### src/hw/rtl/integer_ceil_cube_root_unit_assert.svh
`ifndef INTEGER_CEIL_CUBE_ROOT_UNIT_ASSERT_SVH
`define INTEGER_CEIL_CUBE_ROOT_UNIT_ASSERT_SVH

// same-cycle implication, sampled on aclk, off during reset
`define ICRU_ASSERT_NOW(lbl, ante, cons) \
    lbl: assert property (@(posedge aclk) disable iff (!aresetn) (ante) |-> (cons)) \
        else $error("icru check failed");

// next-cycle implication, sampled on aclk, off during reset
`define ICRU_ASSERT_NEXT(lbl, ante, cons) \
    lbl: assert property (@(posedge aclk) disable iff (!aresetn) (ante) |=> (cons)) \
        else $error("icru check failed");

`endif

### src/hw/rtl/icru_pkg.sv
package icru_pkg;

    localparam int ROOT_BITS    = 11;
    localparam int M_TDATA_BITS = ((ROOT_BITS + 7) / 8) * 8;

endpackage

### src/hw/rtl/icru_cell.sv
module icru_cell
    import icru_pkg::*;
#(
    parameter int INPUT_BITS = 31,
    parameter int RB         = 11,
    parameter int SHIFT      = 0
) (
    input  logic                  aclk,
    input  logic                  aresetn,
    input  logic                  in_valid,
    output logic                  in_ready,
    input  logic [INPUT_BITS-1:0] in_rem,
    input  logic [RB-1:0]         in_y,
    output logic                  out_valid,
    input  logic                  out_ready,
    output logic [INPUT_BITS-1:0] out_rem,
    output logic [RB-1:0]         out_y
);

    localparam int TW = 2 * RB + 2;
    localparam int CW = (INPUT_BITS > TW) ? INPUT_BITS : TW;

    logic                  valid_reg;
    logic [INPUT_BITS-1:0] rem_reg, rem_next;
    logic [RB-1:0]         y_reg, y_next;
    logic [RB-1:0]         y_dbl;
    logic [TW-1:0]         y_w, prod, term;
    logic [CW-1:0]         rem_hi, term_sh;
    logic                  fits;

    // trial term 3y(y+1)+1 on the doubled partial root
    assign y_dbl   = in_y << 1;
    assign y_w     = TW'(y_dbl);
    assign prod    = y_w * (y_w + TW'(1));
    assign term    = prod + (prod << 1) + TW'(1);
    assign rem_hi  = CW'(in_rem) >> SHIFT;
    assign fits    = rem_hi >= CW'(term);
    assign term_sh = CW'(term) << SHIFT;

    always_comb begin
        if (fits) begin
            rem_next = in_rem - INPUT_BITS'(term_sh);
            y_next   = y_dbl | RB'(1);
        end else begin
            rem_next = in_rem;
            y_next   = y_dbl;
        end
    end

    assign in_ready  = !valid_reg || out_ready;
    assign out_valid = valid_reg;
    assign out_rem   = rem_reg;
    assign out_y     = y_reg;

    always_ff @(posedge aclk) begin
        if (!aresetn) begin
            valid_reg <= 1'b0;
        end else if (in_ready) begin
            valid_reg <= in_valid;
        end
        if (in_ready && in_valid) begin
            rem_reg <= rem_next;
            y_reg   <= y_next;
        end
    end

endmodule

### src/hw/rtl/icru_fix.sv
module icru_fix
    import icru_pkg::*;
#(
    parameter int INPUT_BITS = 31,
    parameter int RB         = 11
) (
    input  logic                  aclk,
    input  logic                  aresetn,
    input  logic                  in_valid,
    output logic                  in_ready,
    input  logic [INPUT_BITS-1:0] in_rem,
    input  logic [RB-1:0]         in_y,
    output logic                  out_valid,
    input  logic                  out_ready,
    output logic [ROOT_BITS-1:0]  out_root
);

    logic                 valid_reg;
    logic [ROOT_BITS-1:0] root_reg;
    logic [RB:0]          root_next;

    // nonzero remainder means the input is not an exact cube
    assign root_next = {1'b0, in_y} + (RB + 1)'(in_rem != '0);

    assign in_ready  = !valid_reg || out_ready;
    assign out_valid = valid_reg;
    assign out_root  = root_reg;

    always_ff @(posedge aclk) begin
        if (!aresetn) begin
            valid_reg <= 1'b0;
        end else if (in_ready) begin
            valid_reg <= in_valid;
        end
        if (in_ready && in_valid) begin
            root_reg <= ROOT_BITS'(root_next);
        end
    end

endmodule

### src/hw/rtl/integer_ceil_cube_root_unit.sv
// an accepted word is registered in each root-bit cell in turn and then in the fix stage before m_tvalid
// one word per cycle while m_tready allows, one root-bit cell per round plus a final fix stage
// each stage has its own valid and takes a new word whenever it is empty or draining
// reset: synchronous active-low aresetn clears all stage valid bits, data regs keep
`include "integer_ceil_cube_root_unit_assert.svh"
module integer_ceil_cube_root_unit
    import icru_pkg::*;
#(
    parameter int INPUT_BITS = 31
) (
    input  logic                                   aclk,
    input  logic                                   aresetn,
    input  logic                                   s_tvalid,
    output logic                                   s_tready,
    input  logic [((INPUT_BITS + 7) / 8) * 8 - 1:0] s_tdata,  // value
    output logic                                   m_tvalid,
    input  logic                                   m_tready,
    output logic [M_TDATA_BITS-1:0]                m_tdata    // root
);

    localparam int ROUNDS = (INPUT_BITS - 1) / 3 + 1;
    localparam int RB     = ROUNDS;

    logic                  valid_c [0:ROUNDS];
    logic                  ready_c [0:ROUNDS];
    logic [INPUT_BITS-1:0] rem_c   [0:ROUNDS];
    logic [RB-1:0]         y_c     [0:ROUNDS];
    logic [ROOT_BITS-1:0]  root;

    assign valid_c[0] = s_tvalid;
    assign s_tready   = ready_c[0];
    assign rem_c[0]   = s_tdata[INPUT_BITS-1:0];
    assign y_c[0]     = '0;

    for (genvar i = 0; i < ROUNDS; i++) begin : g_cell
        icru_cell #(
            .INPUT_BITS (INPUT_BITS),
            .RB         (RB),
            .SHIFT      (3 * (ROUNDS - 1 - i))
        ) u_cell (
            .aclk      (aclk),
            .aresetn   (aresetn),
            .in_valid  (valid_c[i]),
            .in_ready  (ready_c[i]),
            .in_rem    (rem_c[i]),
            .in_y      (y_c[i]),
            .out_valid (valid_c[i+1]),
            .out_ready (ready_c[i+1]),
            .out_rem   (rem_c[i+1]),
            .out_y     (y_c[i+1])
        );
    end

    icru_fix #(
        .INPUT_BITS (INPUT_BITS),
        .RB         (RB)
    ) u_fix (
        .aclk      (aclk),
        .aresetn   (aresetn),
        .in_valid  (valid_c[ROUNDS]),
        .in_ready  (ready_c[ROUNDS]),
        .in_rem    (rem_c[ROUNDS]),
        .in_y      (y_c[ROUNDS]),
        .out_valid (m_tvalid),
        .out_ready (m_tready),
        .out_root  (root)
    );

    assign m_tdata = M_TDATA_BITS'(root);

    `ICRU_ASSERT_NOW(a_ready_chain, m_tready, s_tready)
    `ICRU_ASSERT_NEXT(a_fix_load, valid_c[ROUNDS] && ready_c[ROUNDS], m_tvalid)
    `ICRU_ASSERT_NEXT(a_first_load, s_tvalid && s_tready, valid_c[1])

endmodule
### config.mk
export PLATFORM = sky130hd
export DESIGN_NAME = integer_ceil_cube_root_unit
export DESIGN_NICKNAME = d
export VERILOG_FILES = /design/src/hw/rtl/icru_pkg.sv /design/src/hw/rtl/icru_cell.sv /design/src/hw/rtl/icru_fix.sv /design/src/hw/rtl/integer_ceil_cube_root_unit.sv
export VERILOG_INCLUDE_DIRS = /design/src /design/src/hw/rtl
export SDC_FILE = /design/constraint.sdc
export NUM_CORES = 1
export LEC_CHECK = 0
export ABC_AREA = 1
export ABC_CLOCK_PERIOD_IN_PS = 22400
export BUFFER_PORTS_ARGS = -buffer_cell sky130_fd_sc_hd__buf_2
export CORE_UTILIZATION = 65
export DETAILED_ROUTE_END_ITERATION = 16
export PLACE_DENSITY_LB_ADDON = 0.25
export SLEW_MARGIN = 0
export SYNTH_ARGS = -nofsm -noshare
export SYNTH_HDL_FRONTEND = slang
export SYNTH_SLANG_ARGS = --single-unit
### constraint.sdc
create_clock -name aclk -period 22.4 [get_ports aclk]
set_clock_uncertainty 0.2 [all_clocks]
set_input_delay 4.48 -clock aclk [delete_from_list [all_inputs] [get_ports aclk]]
set_output_delay 4.48 -clock aclk [all_outputs]
set_load 0.01 [all_outputs]
==> out/metrics.yaml, run 1 <==
hp-class: "flop to flop"
routedWlPerCell_um: 15.5
relSlewSlack_pct: 21.1
placeableCoreArea_um2: 59200
pwr-share-clk_pct: 38.9
ant_nets: 0
crit_top_cell: "nor2_4"
start_util_pct: 66.0
yosysSeqAreaShare_pct: 32.6
leakagePower_uw: 0.0198
pwr_density_cell_nw_per_um2: 52.3
fin_crit_sh_pct: 48.6
dpl.hpwl_um: 64400
clk_latency_ns: 0.63
worst_slew_pin_slew_ns: 1.18
timing.rr.end: "g_cell[9].u_cell.out_rem[28]"
ys_types: 72
layout_setup_ws_ns: 11.52
fmax_ghz: 0.0919
n_antenna_cell: 0
critical_path_buf_inv_count: 4
p_int_uw: 1560
n_fill_cell: 4547
status: "completed"
crit_path_max_fanout: 3
first_pass_iters: 5
clock_sinks: 429
numCtsBuffers: 49
dp_worst_setup_slack_ns: 11.48
arrival_ns: 6.20
final_common_cell: "nand2_1"
crit_path_start: "m_tready"
ir_worst_vdd_uv: 77.9
netlist_instances: 4403
die_y_um: 247
holdPathStages: 0
vias: 29000
end_kind: "output pin"
ios: 54
cts_setup_buffers: 0
grt_pass1_vias: 29100
cts-resized-gates: 0
cap_violations: 0
crit_path_top_delay_cell: "buf_2"
drv_slew: 0
ys_ff_latch: 429
crit_cells: 16
r2r_setup_slack_ns: 13.12
p_sw_uw: 623
async_reset_ff_share_pct: 0
gp_congestion: 0.949
combinationalPowerShare_pct: 19.6
path_class: "primary input to output pin"
clockBufferDepth: 3
grt_max_degree: 49
drc: 0
cts_tree: "built"
fp-row-count: 89
final_nets: 5167
startpoint_type: "primary input"
grt_pass1_wl_um: 136000
clkSlewWorstSetupHoldPaths_ns: 0.06
crit_end: "s_tready"
die_w_um: 247
drt_iter0_drc: 1498
setup_viol_count_final: 0
period_minus_slack_ns: 10.88
power.share.sequential_pct: 41.5
final_cell_mix: "nand2_1 (851), inv_1 (714), ha_1 (492)"
vias_per_cell: 5.51
required_ns: 17.72
grt_setup_unrepaired: "no"
cpLargestDelayFamily: "simple AND/OR/NAND/NOR gates"
grt_overflow: 0
finalHoldViolations: 0
synth_area_per_cell_um2: 8.88
antenna_found_initial: 1
swShare_pct: 28.5
r2r_cells: 38
die_area_um2: 61100
io_buffers: 47
rr_startpoint: "g_cell[8].u_cell.out_y[6]"
grt_use_total_pct: 27.6
syn2layout_area_growth_pct: 6.91
slowest_delay_ns: 0.15
tns_ns: 0
drive_gt1_share_pct: 5.95
hold_buffers: 0
ys_warn_count: 0
h-tree-depth: 2
synth_ff_type: "edfxtp_1"
critical_path.cell_chain: "buf_2 -> nor2_2 -> inv_2 -> nor2_2 -> inv_2 -> nor2_4 -> nand2_2 -> nor2_4 -> nand2_2 -> nor2_4 -> nand2_2 -> nor2_4 -> nand2_2 -> nor2_4 -> nand2_1 -> buf_2"
synth_edf_count: 417
totalWireLength_um: 81600
cts_root_buf: "clkbuf_16"
netlist_area_um2: 39100
## state kept, by name, summed over array words and instances (netlist names)
name and cells:
g_cell.u_cell.out_rem 340, g_cell.u_cell.out_y 66, g_cell.u_cell.out_valid 11, u_fix.out_root 11, u_fix.out_valid 1
## per-stage QoR
stage | total power, uW | hold WS (ns) | utilization, % | instances | area [um2]
global route | 2290 | 0.220 | 70.6 | 5263 | 41800
CTS | 2200 | 0.215 | 70.6 | 5263 | 41800
finish | 2190 | 0.212 | 70.6 | 5263 | 41800
global placement | 1340 | 0.200 | 67.7 | 5173 | 40100
detailed placement | 1350 | 0.205 | 67.7 | 5173 | 40100
floorplan | 1260 | 0.200 | - | 4409 | 39100
## synth_stat cells (all sizes together), types with 2 or more instances
cell       n  area [um2]
a31oi     24         150
mux2       6        67.6
o2111ai    2        17.5
fa       188        3760
xor2     178        1560
nor3b      3        22.5
nand3b    11        82.6
nand3    142         756
clkbuf    38         144
a221o      2        20.0
a21oi    355        1810
nor4      17         113
nand2    886        3430
a21o      36         270
a221oi     6        58.8
a211oi     5        37.5
o221ai     4        35.0
o21ai    250        1310
xnor2    165        1450
and2       4        27.5
o31ai     10        75.1
a2111oi    2        17.5
o211ai     9        67.6
o21bai    23         176
nand4     37         231
nor3      44         241
a41oi      2        17.5
a311oi     2        23.8
buf       26         199
a31o       3        26.3
or2       17         106
edfxtp   417       12500
o21a       9        67.6
and3       2        12.5
dfxtp     12         240
ha       492        6160
a21boi     7        52.6
inv      728        2740
nor2     231         937
## kinds of logic (layout without fill, tap and decap cells)
group           count (synthesis)  after routing  synth area share (%)
compound gates                756            756                  11.0
xor+xnor                      343            343                  7.68
fa+ha+maj                     680            680                  25.4
buf+inv                       793            874                  7.89
flops                         429            429                  32.6
mux                             6              6                 0.173
other cells                     1              7               0.00959
simple gates                 1395           1395                  15.3
## how the worst min path moves through the flow
stage	from	to	slack (ns)
global route	g_cell[6].u_cell.out_rem[5]	g_cell[7].u_cell.out_rem[5]	0.22
CTS	g_cell[1].u_cell.out_rem[8]	g_cell[2].u_cell.out_rem[8]	0.21
global placement	g_cell[1].u_cell.out_rem[23]	g_cell[2].u_cell.out_rem[23]	0.20
finish	g_cell[1].u_cell.out_rem[8]	g_cell[2].u_cell.out_rem[8]	0.21
floorplan	g_cell[0].u_cell.out_rem[0]	g_cell[1].u_cell.out_rem[0]	0.20
detailed placement	g_cell[0].u_cell.out_rem[16]	g_cell[1].u_cell.out_rem[16]	0.20
## cell type report
| type | instances | area, um2 | area share (%) |
|---|---|---|---|
| clock buffers | 54 | 1240 | 2.98 |
| repair buffers | 55 | 295 | 0.706 |
| clock inverters | 36 | 464 | 1.11 |
| multi-input cells | 3187 | 23300 | 55.8 |
| flip-flops and latches | 429 | 12800 | 30.5 |
| well taps | 773 | 967 | 2.31 |
| inverters | 729 | 2740 | 6.56 |
## power groups by stage
stage,combinational (uW),clock [uW],sequential [uW]
4_1_cts,424,866,909
3_3_place_gp,413,0,925
5_1_grt,480,896,909
2_1_floorplan,339,0,923
6_report,428,851,909
3_5_place_dp,421,0,926
## worst register-to-register path: cells and delay by family (launching register included)
| family | cells | cell delay (ns) |
|---|---|---|
| AO/OA/AOI/OAI | 7 | 1.28 |
| XOR/XNOR | 3 | 0.40 |
| adder cells (fa/ha/maj) | 7 | 3.12 |
| buffers and inverters | 6 | 0.52 |
| flip-flops | 1 | 0.69 |
| AND/OR/NAND/NOR | 15 | 2.81 |
## metal layers
layer / track usage, % / vias up / part of all wire [%]
li1: - / 14700 / -
met5: 0 / - / 0.011
met1: 34.1 / 13400 / 43
met4: 11.3 / 2 / 4.0
met2: 48.9 / 655 / 49
met3: 3.13 / 181 / 4.2
Note: power is estimated with default switching activity, not from simulation.
==> inputs of run 2 (changes only) <==
Settings changed: ABC_CLOCK_PERIOD_IN_PS 22400 to 11200.
Clock period 22.4 ns to 11.2 ns, I/O delays scaled along.
==> run 2 against run 1 <==
Critical path depth grew 22. Via count shrank 0.26%. Global-route usage shrank 0.22 points. Worst hold slack lost 0.0039 ns. Setup slack lost 9.6 ns. Cell area shrank 0.20%. Flip-flop and latch count is the same. Non-clock buffer count grew 1. Register-to-register slack lost 11 ns. Critical path type is now flop to flop. Highest routed layer is now met4.
==> out/metrics.yaml, run 2 (synthesized netlist as in run 1, its figures left out) <==
first_pass_iters: 5
placeableCoreArea_um2: 59200
worst_slew_pin_slew_ns: 1.11
hold_buffers: 0
fin_crit_sh_pct: 82.7
slowest_delay_ns: 0.73
crit_path_max_fanout: 46
final_common_cell: "nand2_1"
clock_sinks: 429
die_area_um2: 61100
grt_pass1_wl_um: 136000
cts_tree: "built"
startpoint_type: "flop"
combinationalPowerShare_pct: 20.0
final_cell_mix: "nand2_1 (851), inv_1 (714), ha_1 (492)"
syn2layout_area_growth_pct: 6.69
final_nets: 5167
fmax_ghz: 0.108
pwr_density_cell_nw_per_um2: 102
ir_worst_vdd_uv: 138
power.share.sequential_pct: 42.6
grt_use_total_pct: 27.4
ios: 54
cts_root_buf: "clkbuf_16"
io_buffers: 47
status: "completed"
grt_overflow: 0
leakagePower_uw: 0.0197
clk_latency_ns: 0.62
pwr-share-clk_pct: 37.4
met1_usage_pct: 33.9
grt_busiest_layer: "met2"
die_w_um: 247
drt_iter0_drc: 1346
dpl.hpwl_um: 65000
vias: 28900
cts_setup_buffers: 0
path_class: "flop to flop"
ant_nets: 0
totalWireLength_um: 81200
setup_viol_count_final: 0
n_fill_cell: 4503
clkSlewWorstSetupHoldPaths_ns: 0.06
crit_path_top_delay_cell: "nor2_4"
required_ns: 11.33
antenna_found_initial: 0
drv_slew: 0
grt_setup_unrepaired: "no"
routedWlPerCell_um: 15.4
drc: 0
swShare_pct: 28.2
use_met3_pct: 3.15
die_y_um: 247
p_int_uw: 3070
cap_violations: 0
p_sw_uw: 1210
grt_pass1_vias: 28800
n_antenna_cell: 0
end_kind: "flop"
hp-class: "flop to flop"
fp-row-count: 89
h-tree-depth: 2
worst_hold_slack_ns: 0.208
gp_congestion: 0.948
vias_per_cell: 5.50
arrival_ns: 9.40
clockBufferDepth: 3
finalHoldViolations: 0
crit_top_cell: "nand2_1"
numCtsBuffers: 48
use_met2_pct: 49.0
relSlewSlack_pct: 25.4
tns_ns: 0
grt_max_degree: 49
period_minus_slack_ns: 9.27
start_util_pct: 66.0
cts-resized-gates: 0
largest_register_ffs: 340
drive_gt1_share_pct: 5.91
run 2: cell count changes in the layout (fill, tap and decap cells not counted), sizes merged:
cell	before	now
buf	55	56
clkbuf	54	59
inv	735	731
clkinv	20	17
bufinv	7	4
clkinvlp	3	4
run 2: area by class of cell:
cell class	instances	area, um2	area share [%]
Inverter	729	2740	6.58
Tap cell	773	967	2.32
Clock inverter	27	333	0.798
Multi-Input combinational cell	3187	23300	55.9
Sequential cell	429	12800	30.6
Timing Repair Buffer	56	303	0.726
Clock buffer	59	1280	3.08
run 2: critical path, delay by kind of cell (launching register included):
family / cells / cell delay, ns
xor+xnor: 3 / 0.40
buf+inv: 6 / 0.50
simple gates: 15 / 2.82
compound gates: 7 / 1.27
fa+ha+maj: 7 / 3.10
flops: 1 / 0.70
run 2: power groups by stage:
stage | clock network, uW | registers (uW) | logic [uW]
4_1_cts | 1630 | 1820 | 849
3_5_place_dp | 0 | 1850 | 844
2_1_floorplan | 0 | 1850 | 678
5_1_grt | 1690 | 1820 | 964
6_report | 1600 | 1820 | 854
3_3_place_gp | 0 | 1850 | 827
run 2: routing by layer:
layer | share of wire, % | wire length (um)
met4 | 3.6 | 2910
met3 | 4.3 | 3480
met2 | 49 | 39900
met1 | 43 | 34800
met5 | 0 | 0
run 2: final timing paths:
kind                                             startpoint  cells past startpoint  slack, ns                           end
worst max-delay path              g_cell[8].u_cell.out_y[2]                     38       1.93  g_cell[9].u_cell.out_rem[29]
worst min-delay path            g_cell[2].u_cell.out_rem[2]                      0       0.21   g_cell[3].u_cell.out_rem[2]
worst max register to register    g_cell[8].u_cell.out_y[2]                     38       1.93  g_cell[9].u_cell.out_rem[29]
worst min register to register  g_cell[2].u_cell.out_rem[2]                      0       0.21   g_cell[3].u_cell.out_rem[2]
run 2: metrics by stage:
| stage | util, % | total power (uW) | instance area [um2] | worst slack, ns | std cells |
|---|---|---|---|---|---|
| 6_report | 70.4 | 4270 | 41700 | 1.93 | 5260 |
| 5_1_grt | 70.4 | 4480 | 41700 | 1.32 | 5260 |
| 4_1_cts | 70.4 | 4300 | 41700 | 1.97 | 5260 |
| 3_5_place_dp | 67.7 | 2700 | 40100 | 2.00 | 5174 |
| 3_3_place_gp | 67.7 | 2680 | 40100 | 2.16 | 5174 |
| 2_1_floorplan | - | 2520 | 39100 | 3.59 | 4409 |
